==> config.mk <==
export PLATFORM = sky130hd
export DESIGN_NAME = pixel_param_location_alloc_top
export DESIGN_NICKNAME = d
export VERILOG_FILES = /design/src/rtl/core/ppla_pkg.sv /design/src/rtl/core/pixel_param_location_alloc_top.sv /design/src/rtl/core/ppla_ram.sv /design/src/rtl/core/ppla_lookup.sv /design/src/rtl/core/ppla_alloc.sv
export SDC_FILE = /design/constraint.sdc
export NUM_CORES = 1
export LEC_CHECK = 0
export ABC_AREA = 1
export BUFFER_PORTS_ARGS = -buffer_cell sky130_fd_sc_hd__buf_2
export CAP_MARGIN = 20
export CORE_MARGIN = 3
export CORE_UTILIZATION = 45
export CTS_CLUSTER_DIAMETER = 150
export CTS_CLUSTER_SIZE = 10
export DETAILED_ROUTE_END_ITERATION = 8
export GPL_TIMING_DRIVEN = 0
export PLACE_DENSITY = 0.7
export SLEW_MARGIN = 25
export SYNTH_ARGS = -nofsm -noshare
export SYNTH_HDL_FRONTEND = slang
export SYNTH_SLANG_ARGS = --single-unit
==> constraint.sdc <==
create_clock -name i_clk -period 7.2 [get_ports i_clk]
set_input_delay 1.08 -clock i_clk [delete_from_list [all_inputs] [get_ports i_clk]]
set_output_delay 1.08 -clock i_clk [all_outputs]
set_load 0.02 [all_outputs]
==> src/rtl/core/ppla_pkg.sv <==
// shared types, codes and constants of the pixel parameter location allocator
package ppla_pkg;

    localparam int SLOTS_DEF  = 32;
    localparam int TBL_DEPTH  = 32;
    localparam int TBL_AW     = 5;
    localparam int ACT_W      = 3;
    localparam int IDX_W      = 8;
    localparam int OFF_W      = 5;
    localparam int CNT_W      = 6;
    localparam int MASK_W     = 32;
    localparam int ERR_W      = 2;
    localparam int CFG_IDX_W  = 2;
    localparam int CFG_DATA_W = 32;

    localparam logic [ACT_W-1:0] ACT_CLEAR  = 3'd0;
    localparam logic [ACT_W-1:0] ACT_WRITE  = 3'd1;
    localparam logic [ACT_W-1:0] ACT_MARK   = 3'd2;
    localparam logic [ACT_W-1:0] ACT_ASSIGN = 3'd3;
    localparam logic [ACT_W-1:0] ACT_LOOKUP = 3'd4;

    localparam logic [ERR_W-1:0] ERR_OK    = 2'd0;
    localparam logic [ERR_W-1:0] ERR_RANGE = 2'd1;
    localparam logic [ERR_W-1:0] ERR_FULL  = 2'd2;
    localparam logic [ERR_W-1:0] ERR_COUNT = 2'd3;

    localparam logic [CFG_IDX_W-1:0] CFG_PIXEL   = 2'd0;
    localparam logic [CFG_IDX_W-1:0] CFG_INCOUNT = 2'd1;
    localparam logic [CFG_IDX_W-1:0] CFG_CMASK   = 2'd2;

    typedef struct packed {
        logic [ACT_W-1:0] action;
        logic [IDX_W-1:0] attr_index;
        logic [OFF_W-1:0] setting_offset;
        logic             setting_flat;
    } t_req;

    typedef struct packed {
        logic [IDX_W-1:0] location;
        logic             is_flat;
        logic             is_custom;
        logic [ERR_W-1:0] error_code;
    } t_rsp;

    typedef struct packed {
        logic             flat;
        logic [OFF_W-1:0] offset;
    } t_entry;

    // looked-up word handed from the input register to the allocator
    typedef struct packed {
        logic [ACT_W-1:0] action;
        logic [IDX_W-1:0] idx;
        logic [IDX_W-1:0] slot;
        logic             flat;
        logic             custom;
        logic             no_entry;
        logic             pixel;
    } t_lkp;

endpackage

==> src/rtl/core/pixel_param_location_alloc_top.sv <==
// top level of the pixel parameter location allocator
// an accepted word is held in the input register, then passes the allocator logic into the result register
// throughput: one word per clock while busy is low; set by the single pass through the group ram's registered
// read, the free-slot priority encoder and the result register
// reset: synchronous active low; clears the used map, group valid bits and mark count, and
// puts config back to its defaults; busy stays high through reset and drops once the ready register is set after it
// results cannot be stalled
module pixel_param_location_alloc_top import ppla_pkg::*; #(
    parameter int SLOTS = SLOTS_DEF
) (
    input  logic                  i_clk,
    input  logic                  i_rst_n,
    input  logic                  i_cfg_we,
    input  logic [CFG_IDX_W-1:0]  i_cfg_idx,
    input  logic [CFG_DATA_W-1:0] i_cfg_wdata,
    input  logic                  i_start,
    input  t_req                  i_req,
    output logic                  o_busy,
    output logic                  o_rsp_valid,
    output t_rsp                  o_rsp
);

    localparam int SW   = $clog2(SLOTS);
    localparam int GA_W = SW + 1;

    t_lkp            lkp;
    logic            lkp_vld;
    logic [GA_W-1:0] grp_raddr;
    logic [SW-1:0]   grp_rdata;
    logic            grp_we;
    logic [GA_W-1:0] grp_waddr;
    logic [SW-1:0]   grp_wdata;

    ppla_lookup #(
        .SLOTS(SLOTS)
    ) u_lookup (
        .i_clk       (i_clk),
        .i_rst_n     (i_rst_n),
        .i_cfg_we    (i_cfg_we),
        .i_cfg_idx   (i_cfg_idx),
        .i_cfg_wdata (i_cfg_wdata),
        .i_start     (i_start),
        .i_req       (i_req),
        .o_busy      (o_busy),
        .o_lkp       (lkp),
        .o_lkp_vld   (lkp_vld),
        .o_grp_raddr (grp_raddr)
    );

    // group locations, valid bits live in the allocator
    ppla_ram #(
        .WIDTH(SW),
        .DEPTH(2 * SLOTS)
    ) u_grp_ram (
        .i_clk   (i_clk),
        .i_we    (grp_we),
        .i_waddr (grp_waddr),
        .i_wdata (grp_wdata),
        .i_raddr (grp_raddr),
        .o_rdata (grp_rdata)
    );

    ppla_alloc #(
        .SLOTS(SLOTS)
    ) u_alloc (
        .i_clk       (i_clk),
        .i_rst_n     (i_rst_n),
        .i_lkp       (lkp),
        .i_lkp_vld   (lkp_vld),
        .i_grp_raddr (grp_raddr),
        .i_grp_rdata (grp_rdata),
        .o_grp_we    (grp_we),
        .o_grp_waddr (grp_waddr),
        .o_grp_wdata (grp_wdata),
        .o_rsp_valid (o_rsp_valid),
        .o_rsp       (o_rsp)
    );

endmodule

==> src/rtl/core/ppla_ram.sv <==
// generic single-port-write ram with registered read
module ppla_ram #(
    parameter int WIDTH = 8,
    parameter int DEPTH = 64
) (
    input  logic                     i_clk,
    input  logic                     i_we,
    input  logic [$clog2(DEPTH)-1:0] i_waddr,
    input  logic [WIDTH-1:0]         i_wdata,
    input  logic [$clog2(DEPTH)-1:0] i_raddr,
    output logic [WIDTH-1:0]         o_rdata
);

    logic [WIDTH-1:0] r_mem [DEPTH];
    logic [WIDTH-1:0] r_rdata;

    always_ff @(posedge i_clk) begin
        if (i_we) begin
            r_mem[i_waddr] <= i_wdata;
        end
        r_rdata <= r_mem[i_raddr];
    end

    assign o_rdata = r_rdata;

endmodule

==> src/rtl/core/ppla_lookup.sv <==
// config registers, settings table, slot lookup and input register
module ppla_lookup import ppla_pkg::*; #(
    parameter int SLOTS = SLOTS_DEF
) (
    input  logic                        i_clk,
    input  logic                        i_rst_n,
    input  logic                        i_cfg_we,
    input  logic [CFG_IDX_W-1:0]        i_cfg_idx,
    input  logic [CFG_DATA_W-1:0]       i_cfg_wdata,
    input  logic                        i_start,
    input  t_req                        i_req,
    output logic                        o_busy,
    output t_lkp                        o_lkp,
    output logic                        o_lkp_vld,
    output logic [$clog2(SLOTS):0]      o_grp_raddr
);

    localparam int SW = $clog2(SLOTS);

    logic              r_pixel;
    logic [CNT_W-1:0]  r_in_cnt;
    logic [MASK_W-1:0] r_cmask;
    logic              r_rdy;
    t_entry            r_tbl [TBL_DEPTH];
    t_lkp              r_lkp;
    logic              r_vld;

    logic              accept;
    logic              hi_idx;
    logic              in_tbl;
    logic              use_tbl;
    t_entry            ent;
    t_lkp              n_lkp;

    assign accept = i_start && r_rdy;
    assign o_busy = !r_rdy;

    always_ff @(posedge i_clk) begin
        if (!i_rst_n) begin
            r_pixel  <= 1'b1;
            r_in_cnt <= '0;
            r_cmask  <= '0;
            r_rdy    <= 1'b0;
            r_vld    <= 1'b0;
        end else begin
            r_rdy <= 1'b1;
            r_vld <= accept;
            if (i_cfg_we) begin
                unique case (i_cfg_idx)
                    CFG_PIXEL:   r_pixel  <= i_cfg_wdata[0];
                    CFG_INCOUNT: r_in_cnt <= i_cfg_wdata[CNT_W-1:0];
                    CFG_CMASK:   r_cmask  <= i_cfg_wdata[MASK_W-1:0];
                    default: ;
                endcase
            end
        end
    end

    // table write takes effect at the accepting edge, ahead of the next lookup
    always_ff @(posedge i_clk) begin
        if (accept && i_req.action == ACT_WRITE && !hi_idx) begin
            r_tbl[i_req.attr_index[TBL_AW-1:0]] <= '{flat: i_req.setting_flat,
                                                    offset: i_req.setting_offset};
        end
    end

    always_comb begin
        hi_idx  = |i_req.attr_index[IDX_W-1:TBL_AW];
        in_tbl  = i_req.attr_index < {{(IDX_W-CNT_W){1'b0}}, r_in_cnt};
        use_tbl = in_tbl && !hi_idx;
        ent     = r_tbl[i_req.attr_index[TBL_AW-1:0]];

        n_lkp.action   = i_req.action;
        n_lkp.idx      = i_req.attr_index;
        n_lkp.custom   = !hi_idx && r_cmask[i_req.attr_index[TBL_AW-1:0]];
        n_lkp.no_entry = in_tbl && hi_idx;
        n_lkp.flat     = use_tbl && ent.flat && !n_lkp.custom;
        n_lkp.slot     = use_tbl ? {{(IDX_W-OFF_W){1'b0}}, ent.offset} : i_req.attr_index;
        n_lkp.pixel    = r_pixel;
    end

    // group ram read is launched here so its data lines up with the input register
    assign o_grp_raddr = {n_lkp.slot[SW-1:0], n_lkp.flat};

    always_ff @(posedge i_clk) begin
        r_lkp <= n_lkp;
    end

    assign o_lkp     = r_lkp;
    assign o_lkp_vld = r_vld;

endmodule

==> src/rtl/core/ppla_alloc.sv <==
// used-slot map, group allocation, mark count and result register
module ppla_alloc import ppla_pkg::*; #(
    parameter int SLOTS = SLOTS_DEF
) (
    input  logic                       i_clk,
    input  logic                       i_rst_n,
    input  t_lkp                       i_lkp,
    input  logic                       i_lkp_vld,
    input  logic [$clog2(SLOTS):0]     i_grp_raddr,
    input  logic [$clog2(SLOTS)-1:0]   i_grp_rdata,
    output logic                       o_grp_we,
    output logic [$clog2(SLOTS):0]     o_grp_waddr,
    output logic [$clog2(SLOTS)-1:0]   o_grp_wdata,
    output logic                       o_rsp_valid,
    output t_rsp                       o_rsp
);

    localparam int SW   = $clog2(SLOTS);
    localparam int GA_W = SW + 1;
    localparam int GD   = 2 * SLOTS;
    localparam int CW   = $clog2(SLOTS + 1);
    localparam logic [IDX_W-1:0] SLOT_LIM = IDX_W'(SLOTS);
    localparam logic [CW-1:0]    CNT_MAX  = CW'(SLOTS);

    logic [SLOTS-1:0] r_used;
    logic [GD-1:0]    r_gvld;
    logic [CW-1:0]    r_cnt;
    logic             r_fwd_hit;
    logic [SW-1:0]    r_fwd_data;
    t_rsp             r_rsp;
    logic             r_rsp_v;
    logic             r_asg_ok;

    logic [SLOTS-1:0] n_used;
    logic [GD-1:0]    n_gvld;
    logic [CW-1:0]    n_cnt;
    t_rsp             n_rsp;
    logic             n_res;
    logic             n_asg_ok;
    logic [GA_W-1:0]  grp;
    logic [GA_W-1:0]  pgrp;
    logic [SW-1:0]    gloc;
    logic [SW-1:0]    aloc;
    logic             ff_found;
    logic [SW-1:0]    ff_idx;
    logic             slot_ok;
    logic             we;

    assign grp     = {i_lkp.slot[SW-1:0], i_lkp.flat};
    assign pgrp    = {i_lkp.slot[SW-1:0], !i_lkp.flat};
    assign gloc    = r_fwd_hit ? r_fwd_data : i_grp_rdata;
    assign slot_ok = i_lkp.slot < SLOT_LIM;

    // lowest free slot
    always_comb begin
        ff_found = 1'b0;
        ff_idx   = '0;
        for (int s = SLOTS - 1; s >= 0; s--) begin
            if (!r_used[s]) begin
                ff_found = 1'b1;
                ff_idx   = SW'(s);
            end
        end
    end

    always_comb begin
        n_used   = r_used;
        n_gvld   = r_gvld;
        n_cnt    = r_cnt;
        n_res    = 1'b0;
        n_asg_ok = 1'b0;
        we       = 1'b0;
        aloc     = i_lkp.slot[SW-1:0];
        n_rsp.location   = i_lkp.idx;
        n_rsp.is_flat    = 1'b0;
        n_rsp.is_custom  = 1'b0;
        n_rsp.error_code = ERR_OK;

        if (i_lkp_vld) begin
            case (i_lkp.action) inside
                ACT_CLEAR: begin
                    n_used = '0;
                    n_gvld = '0;
                    n_cnt  = '0;
                end
                ACT_MARK, ACT_ASSIGN, ACT_LOOKUP: begin
                    n_res = 1'b1;
                    if (i_lkp.pixel) begin
                        n_rsp.is_flat   = i_lkp.flat;
                        n_rsp.is_custom = i_lkp.custom;
                        if (i_lkp.action == ACT_MARK && r_cnt >= CNT_MAX) begin
                            n_rsp.error_code = ERR_COUNT;
                        end else if (i_lkp.no_entry) begin
                            n_rsp.error_code = ERR_RANGE;
                        end else if (i_lkp.action == ACT_LOOKUP) begin
                            n_rsp.location = i_lkp.slot;
                        end else if (!slot_ok) begin
                            n_rsp.error_code = ERR_RANGE;
                            n_rsp.location   = i_lkp.slot;
                        end else if (i_lkp.action == ACT_MARK) begin
                            n_used[i_lkp.slot[SW-1:0]] = 1'b1;
                            n_cnt          = r_cnt + CW'(1);
                            n_rsp.location = i_lkp.slot;
                        end else if (r_gvld[grp]) begin
                            n_rsp.location = IDX_W'(gloc);
                            n_asg_ok       = 1'b1;
                        end else begin
                            // partner group already owns the mapped slot
                            if (r_gvld[pgrp]) begin
                                aloc = ff_idx;
                            end
                            if (r_gvld[pgrp] && !ff_found) begin
                                n_rsp.error_code = ERR_FULL;
                                n_rsp.location   = '0;
                            end else begin
                                we             = 1'b1;
                                n_gvld[grp]    = 1'b1;
                                n_used[aloc]   = 1'b1;
                                n_rsp.location = IDX_W'(aloc);
                                n_asg_ok       = 1'b1;
                            end
                        end
                    end
                end
                default: ;
            endcase
        end
    end

    assign o_grp_we    = we;
    assign o_grp_waddr = grp;
    assign o_grp_wdata = aloc;

    always_ff @(posedge i_clk) begin
        if (!i_rst_n) begin
            r_used    <= '0;
            r_gvld    <= '0;
            r_cnt     <= '0;
            r_fwd_hit <= 1'b0;
            r_rsp_v   <= 1'b0;
            r_asg_ok  <= 1'b0;
        end else begin
            r_used    <= n_used;
            r_gvld    <= n_gvld;
            r_cnt     <= n_cnt;
            // ram read at the same edge as this write returns the old word
            r_fwd_hit <= we && (grp == i_grp_raddr);
            r_rsp_v   <= n_res;
            r_asg_ok  <= n_asg_ok;
        end
    end

    always_ff @(posedge i_clk) begin
        r_fwd_data <= aloc;
        r_rsp      <= n_rsp;
    end

    assign o_rsp_valid = r_rsp_v;
    assign o_rsp       = r_rsp;

    a_cnt_bound: assert property (@(posedge i_clk) disable iff (!i_rst_n)
        r_cnt <= CNT_MAX)
        else $error("mark count above slot count");

    a_rsp_follows: assert property (@(posedge i_clk) disable iff (!i_rst_n)
        (i_lkp_vld && (i_lkp.action == ACT_MARK || i_lkp.action == ACT_ASSIGN ||
                       i_lkp.action == ACT_LOOKUP)) |=> o_rsp_valid)
        else $error("result word missing");

    a_asg_used: assert property (@(posedge i_clk) disable iff (!i_rst_n)
        (r_rsp_v && r_asg_ok) |-> r_used[o_rsp.location[SW-1:0]])
        else $error("assigned location not in used map");

    a_full_used: assert property (@(posedge i_clk) disable iff (!i_rst_n)
        (r_rsp_v && o_rsp.error_code == ERR_FULL) |-> (&r_used))
        else $error("no-free-slot error with a free slot");

endmodule

==> results of run 1 <==
[path summary, 6_finish.rpt]
check	to	from	cells after the start	slack, ps
setup / recovery	u_grp_ram.o_rdata[3]$_DFF_P_	i_req[6]	17	1350
hold / removal	u_lookup.o_lkp[0]$_DFF_P_	u_lookup.r_pixel$_SDFFE_PN1P_	0	360
setup reg to reg	u_grp_ram.r_mem[22][3]$_DFFE_PP_	u_lookup.o_lkp[4]$_DFF_P_	16	2200
hold reg to reg	u_lookup.o_lkp[0]$_DFF_P_	u_lookup.r_pixel$_SDFFE_PN1P_	0	360
[Yosys cell counts (10+ instances only)]
library cell	n	area, um2
inv_2	16	60.1
nor3_1	113	566
dfxtp_1	190	3800
clkinv_1	15	56.3
o22ai_1	89	557
buf_2	29	145
o221ai_1	44	385
buf_1	10	37.5
nand2_1	230	863
a31oi_1	13	81.3
clkbuf_1	115	432
nor4_1	14	87.6
a21oi_1	152	761
nand4_1	19	119
nor2_1	331	1240
edfxtp_1	512	15400
nand3_1	115	576
o211ai_1	46	345
a22oi_1	101	758
o21ai_0	223	1120
inv_1	149	559
[cells by family after synthesis]
group / count (synthesis) / share of synthesized area [%]
buffers and inverters: 347 / 4.92
DFF: 702 / 66.8
AOI/OAI and AO/OA: 716 / 15.4
adders and majority gates: 7 / 0.305
xor gates and xnor gates: 2 / 0.0610
and+or+nand+nor: 839 / 12.5
[critical path: cells and delay by family]
kind | cells | cell delay, ps
buf+inv | 6 | 2640
compound gates | 7 | 1790
simple gates | 4 | 840
[layout by cell type (no fill, tap or decap), types with 15 or more instances in the layout]
master,n
nor3_1,109
o221ai_1,44
clkbuf_16,80
nand2_1,230
nand4_1,19
nor2_1,331
inv_1,149
dfxtp_1,190
a22oi_1,101
buf_2,97
clkbuf_1,134
inv_2,16
o21ai_0,218
o211ai_1,46
clkinv_1,15
edfxtp_1,512
a21oi_1,152
o22ai_1,89
nand3_1,115
[report_power, final]
part	total [mW]	internal [mW]	switching, mW	leakage [nW]
Clock	3.60	2.03	1.57	1.07
Sequential	4.39	4.38	0.0154	6.15
Combinational	0.627	0.157	0.470	3.34
Total	8.62	6.56	2.06	10.6
[final cells by class]
class	instances	area [um2]
Inverter	180	676
Tap cell	837	1050
Buffer	167	738
Fill cell	5500	29700
Timing Repair Buffer	78	603
Clock inverter	8	136
Sequential cell	702	19200
Clock buffer	99	2070
Multi-Input combinational cell	1564	8200
[flip-flops by register name, summed over array words and instances, names as in the netlist]
register / count
u_grp_ram.r_mem: 320
u_lookup.r_tbl: 192
u_alloc.r_gvld: 64
u_alloc.r_used: 32
u_lookup.r_cmask: 32
u_lookup.o_lkp: 23
u_alloc.o_rsp: 12
u_alloc.r_cnt: 6
u_lookup.r_in_cnt: 6
u_alloc.r_fwd_data: 5
u_grp_ram.o_rdata: 5
u_alloc.o_rsp_valid: 1
u_alloc.r_fwd_hit: 1
u_lookup.o_lkp_vld: 1
u_lookup.r_pixel: 1
u_lookup.r_rdy: 1
[through the flow]
stage / std cells / worst slack (ps) / area (um2) / setup TNS (ps)
after floorplan: 2613 / 1980 / 28700 / 0
after global placement: 3518 / -2780 / 30100 / -752290
after detailed placement: 3528 / 1070 / 30400 / 0
after CTS: 3635 / 1700 / 32600 / 0
after global routing: 3635 / 1380 / 32700 / 0
final: 3635 / 1350 / 32700 / 0
[per-layer routing]
metal,vias to the layer above,global-route usage [%],wire length [um]
met5,-,0,0
met4,0,13.1,4730
met3,306,6.00,9800
met2,1453,40.9,40100
met1,10800,35.3,35300
li1,9853,-,-
==> impl_metrics.csv, run 1 <==
group,metric,value,unit
floorplan,core_area,62400,um2
sta,rsz0062_at_grt,"false",
drt,drtPass1Iterations,6,
critical_path,worst_setup_path_end_kind,"flop",
critical_path,worst-setup-path-type,"input pin to flop",
sta,hold_viol_final,0,
clock_tree,cts_setup_buffers,0,
clock_tree,cts_resized,0,
grt,track_usage,26.5,%
clock_tree,cts.hold.buffers_added,0,
logic_synthesis,synth_nets,2675,
sta,finalSetupViolCount,0,
pwr,ir_drop,197,uV
logic_synthesis,post_synth_num_cell_types,50,
pwr,leakage,10.6,nW
sta,tightest_slew,1120,ps
sta,hold_ws,365,ps
pwr,power,8.62,mW
run,drv_cap,0,
floorplan,io_pins,69,
logic_synthesis,synthCells,2613,
critical_path,worstPathMaxFanout,10,
floorplan,die_width,259,um
critical_path,cpMaxStageDelayCell,"clkbuf_1",
placement,dpl.hpwl,61100,um
clock_tree,cts_tree,"yes",
sta,finClkSkew,23.2,ps
cells_and_area,drive_gt1_share,9.04,%
clock_tree,clock_sinks,702,
drt,drc_errors,0,
clock_tree,numCtsBuffers,80,
drt,via_per_inst,6.16,
grt,grt-ovfl-total,0,
sta,post-route-min-period,5850,ps
sta,fmax,0.171,GHz
sta,max-slew-margin-rel,24.8,%
min_path,hold_path_class,"flop to flop",
grt,grt_pass1_vias,21800,
logic_synthesis,ys_warn_count,0,
clock_tree,clock_latency,640,ps
grt,grt_max_degree,33,
drt,antenna_left,0,
drt,initialDrtViolationCount,2861,
run_status,status,"finished clean",
floorplan,rows,91,
cells_and_area,antennaDiodeCount,0,
logic_synthesis,synth_flop_cell,"edfxtp_1",
critical_path,start_kind,"input pin",
sta,maxSlewViolCount,0,
drt,avgRoutedWirePerCell,24.7,um
logic_synthesis,syn_area,28700,um2
grt,antenna_found_initial,0,
drt,wl,89900,um
floorplan,dieHeight,259,um
cells_and_area,final_util,52.3,%
pwr,powerDensity,264,nW/um2
logic_synthesis,syn_avg_cell_area,11.0,um2
cells_and_area,final_nets,2835,
cells_and_area,syn_to_final_growth,13.7,%
logic_synthesis,synth_edf_count,512,
logic_synthesis,synth_seq_area_share,66.8,%
floorplan,die_area,66900,um2
clock_tree,cts.htree.levels,3,
sta,post-route-period-util,81.3,%
drt,num_vias,22400,
placement,place.gp.congestion,0.937,
critical_path,crit_path_cell_trace,"buf_2 -> nand2_1 -> inv_1 -> buf_2 -> clkbuf_1 -> a22oi_1 -> a21oi_1 -> a2111o_1 -> o21ai_0 -> o21ai_0 -> clkbuf_1 -> clkbuf_1 -> o221ai_1 -> o211ai_1 -> nand3_1 -> nand3_1 -> nand2_1",
logic_synthesis,ys_ff_latch,702,
clock_tree,clk_path_buf_depth,3,
grt,grt_pass1_wl,133000,um
clock_tree,clockRootBuffer,"clkbuf_16",
clock_tree,clkTransAtPathRegs,60,ps
critical_path,crit_top_cell,"clkbuf_1",
critical_path,cp.required,7700,ps
floorplan,start_util,46.0,%
placement,io_buffers,68,
logic_synthesis,synthArstFlopShare,0,%
critical_path,cpPeakStageDelay,800,ps
critical_path,arrival,6350,ps
(Power assumes the default switching activity.)
==> run 2, diff against run 1 <==
--- a/config.mk
+++ b/config.mk
@@ -14,7 +14,7 @@
 export CTS_CLUSTER_SIZE = 10
 export DETAILED_ROUTE_END_ITERATION = 8
 export GPL_TIMING_DRIVEN = 0
-export PLACE_DENSITY = 0.7
+export PLACE_DENSITY = 0.72
 export SLEW_MARGIN = 25
 export SYNTH_ARGS = -nofsm -noshare
 export SYNTH_HDL_FRONTEND = slang
==> constraint.sdc (replaced) <==
create_clock -name i_clk -period 5.3 [get_ports i_clk]
set_input_delay 0.795 -clock i_clk [delete_from_list [all_inputs] [get_ports i_clk]]
set_output_delay 0.795 -clock i_clk [all_outputs]
set_load 0.02 [all_outputs]
==> run 2 against run 1 <==
Final cell count increased by 0.30%. Sequential share of layout area fell by 0.12 points. Critical path depth rose by 1. Combinational power is 37% higher. First-iteration DRC count grew 11%. Power is 36% higher.
==> impl_metrics.csv, run 2 (synthesis results as in run 1) <==
group,metric,value,unit
cells_and_area,largest_register,"u_grp_ram.r_mem",
sta,timing.final.ws_setup,75.8,ps
min_path,hold-path-cell-count,1,
clock_tree,cts.htree.levels,3,
floorplan,die_area,66900,um2
critical_path,timing.rr.start,"u_lookup.o_lkp[7]$_DFF_P_",
sta,fmax,0.191,GHz
sta,finalSetupViolCount,0,
grt,antenna_found_initial,0,
drt,wl_met3,10100,um
floorplan,io_pins,69,
placement,pre_cts_slack,-540,ps
critical_path,cp.required,5850,ps
critical_path,worst_setup_path_end_kind,"flop",
cells_and_area,drive_gt1_share,9.26,%
floorplan,dieHeight,259,um
pwr,leakage,10.6,nW
cells_and_area,multiInputGateArea,8210,um2
grt,grt-ovfl-total,0,
clock_tree,cts_tree,"yes",
sta,rsz0062_at_grt,"false",
drt,antenna_left,0,
floorplan,die_width,259,um
clock_tree,clockRootBuffer,"clkbuf_16",
min_path,min_to,"u_lookup.o_lkp[20]$_DFF_P_",
min_path,min_from,"i_req[14]",
drt,wl_met1,34700,um
placement,dpl.hpwl,61000,um
run_status,status,"finished clean",
grt,grt_pass1_vias,21700,
run,drv_cap,0,
floorplan,start_util,46.0,%
cells_and_area,fillers,5446,
critical_path,start_kind,"input pin",
sta,hold_viol_final,0,
drt,via_per_inst,6.18,
sta,post-route-period-util,98.6,%
clock_tree,clkTransAtPathRegs,50,ps
critical_path,arrival,5770,ps
cells_and_area,final_nets,2837,
drt,avgRoutedWirePerCell,24.5,um
critical_path,r2r-end,"u_grp_ram.r_mem[39][1]$_DFFE_PP_",
drt,route.met2.wl,40000,um
cells_and_area,syn_to_final_growth,14.0,%
grt,grt_max_degree,33,
drt,drc_errors,0,
sta,tightest_slew,1120,ps
grt,grt_pass1_wl,132000,um
drt,drtPass1Iterations,6,
cells_and_area,final_common_cell,"edfxtp_1",
critical_path,worst-setup-path-type,"input pin to flop",
clock_tree,cts.hold.buffers_added,0,
critical_path,r2r_slack,170,ps
sta,fin_tns_setup,0,ps
sta,maxSlewViolCount,0,
critical_path,cpMaxStageDelayCell,"clkbuf_1",
pwr,powerDensity,359,nW/um2
clock_tree,clock_sinks,702,
cells_and_area,largest_register_ffs,320,
drt,num_vias,22500,
clock_tree,clk_path_buf_depth,3,
cells_and_area,antennaDiodeCount,0,
sta,post-route-min-period,5220,ps
cells_and_area,fin_cells,3646,
critical_path,ff2ff_path_depth,15,
min_path,hold_path_class,"input pin to flop",
placement,post-place-cells,3530,
pwr,ir_drop,351,uV
placement,io_buffers,68,
drt,top_layer_used,"met4",
sta,max-slew-margin-rel,24.8,%
grt,track_usage,26.2,%
sta,finClkSkew,22.8,ps
clock_tree,clock_latency,630,ps
floorplan,rows,91,
critical_path,crit_path_cell_trace,"buf_2 -> buf_2 -> nor2_1 -> inv_1 -> o22ai_1 -> o31ai_1 -> o2111ai_1 -> nor4_1 -> nand2_1 -> inv_2 -> buf_2 -> clkbuf_1 -> nor2_1 -> o221ai_1 -> o211ai_1 -> nand3_1 -> nand3_1 -> nand2_1",
placement,place.gp.congestion,0.953,
pwr,power,11.8,mW
critical_path,crit_top_cell,"buf_2",
drt,wl,89300,um
critical_path,worstPathMaxFanout,10,
drt,initialDrtViolationCount,3178,
cells_and_area,layout_common_cells,"edfxtp_1, nor2_1, nand2_1",
cells_and_area,regArea,19200,um2
clock_tree,numCtsBuffers,80,
critical_path,cpPeakStageDelay,610,ps
floorplan,core_area,62400,um2
==> run 2: changes by cell type in the layout (fill, tap and decap cells not counted) <==
cell        change
buf_4           +1
buf_8           +2
clkbuf_1        +6
clkbuf_16       +1
clkbuf_2        +3
clkinv_1        -1
clkinv_16       -1
clkinv_8        +4
clkinvlp_4      +1
inv_16          -3
inv_6           -2
nor3_1          -1
nor3_2          +1
==> run 2: metrics by stage <==
step           hold WS, ps  util (%)  area, um2
2_1_floorplan          331         -      28700
3_3_place_gp           340      48.2      30100
3_5_place_dp           345      48.8      30500
4_1_cts                247      52.4      32700
5_1_grt                256      52.4      32700
6_report               279      52.4      32700
==> run 2: power breakdown <==
| group | switching [mW] | total (mW) | internal, mW |
|---|---|---|---|
| logic | 0.639 | 0.856 | 0.217 |
| clock network | 2.14 | 4.93 | 2.79 |
| registers | 0.0212 | 5.97 | 5.95 |
| total | 2.80 | 11.8 | 8.95 |
==> run 2: per-layer routing <==
| metal | track usage, % | vias to the layer above |
|---|---|---|
| met4 | 12.1 | 0 |
| met5 | 0 | - |
| met2 | 40.2 | 1515 |
| li1 | - | 9869 |
| met3 | 6.40 | 294 |
| met1 | 35.1 | 10900 |
==> run 2: what timing repair did <==
item,CTS,global route
setup buffers,0,1
setup endpoints to repair,0,5
gates resized for setup,0,7
endpoints found under the hold margin,0,0
==> run 2: area by class of cell <==
class / instances / area share [%]
sequential: 702 / 58.6
multi-input combinational: 1564 / 25.1
clock buffer: 110 / 6.53
tap: 837 / 3.20
buffer: 166 / 2.26
inverter: 180 / 2.08
timing repair buffer: 81 / 1.96
clock inverter: 6 / 0.287
==> run 2: worst max path at each step <==
stage                         startpoint                                to  slack [ps]  cells after the start
6_report                        i_req[6]      u_grp_ram.o_rdata[0]$_DFF_P_          80                     18
5_1_grt                         i_req[6]      u_grp_ram.o_rdata[0]$_DFF_P_          20                     18
4_1_cts        u_lookup.o_lkp[7]$_DFF_P_  u_grp_ram.r_mem[39][1]$_DFFE_PP_          20                     15
3_5_place_dp                    i_req[6]      u_grp_ram.o_rdata[3]$_DFF_P_        -540                     17
3_3_place_gp   u_lookup.o_lkp[5]$_DFF_P_  u_grp_ram.r_mem[36][3]$_DFFE_PP_       -4580                     11
2_1_floorplan  u_lookup.o_lkp[5]$_DFF_P_   u_grp_ram.r_mem[0][0]$_DFFE_PP_          80                     15
==> run 2: worst max-delay path: cells and delay by family <==
family | cells | cell delay, ps
buffers and inverters | 6 | 2040
AO/OA/AOI/OAI | 5 | 1560
AND/OR/NAND/NOR | 7 | 1350
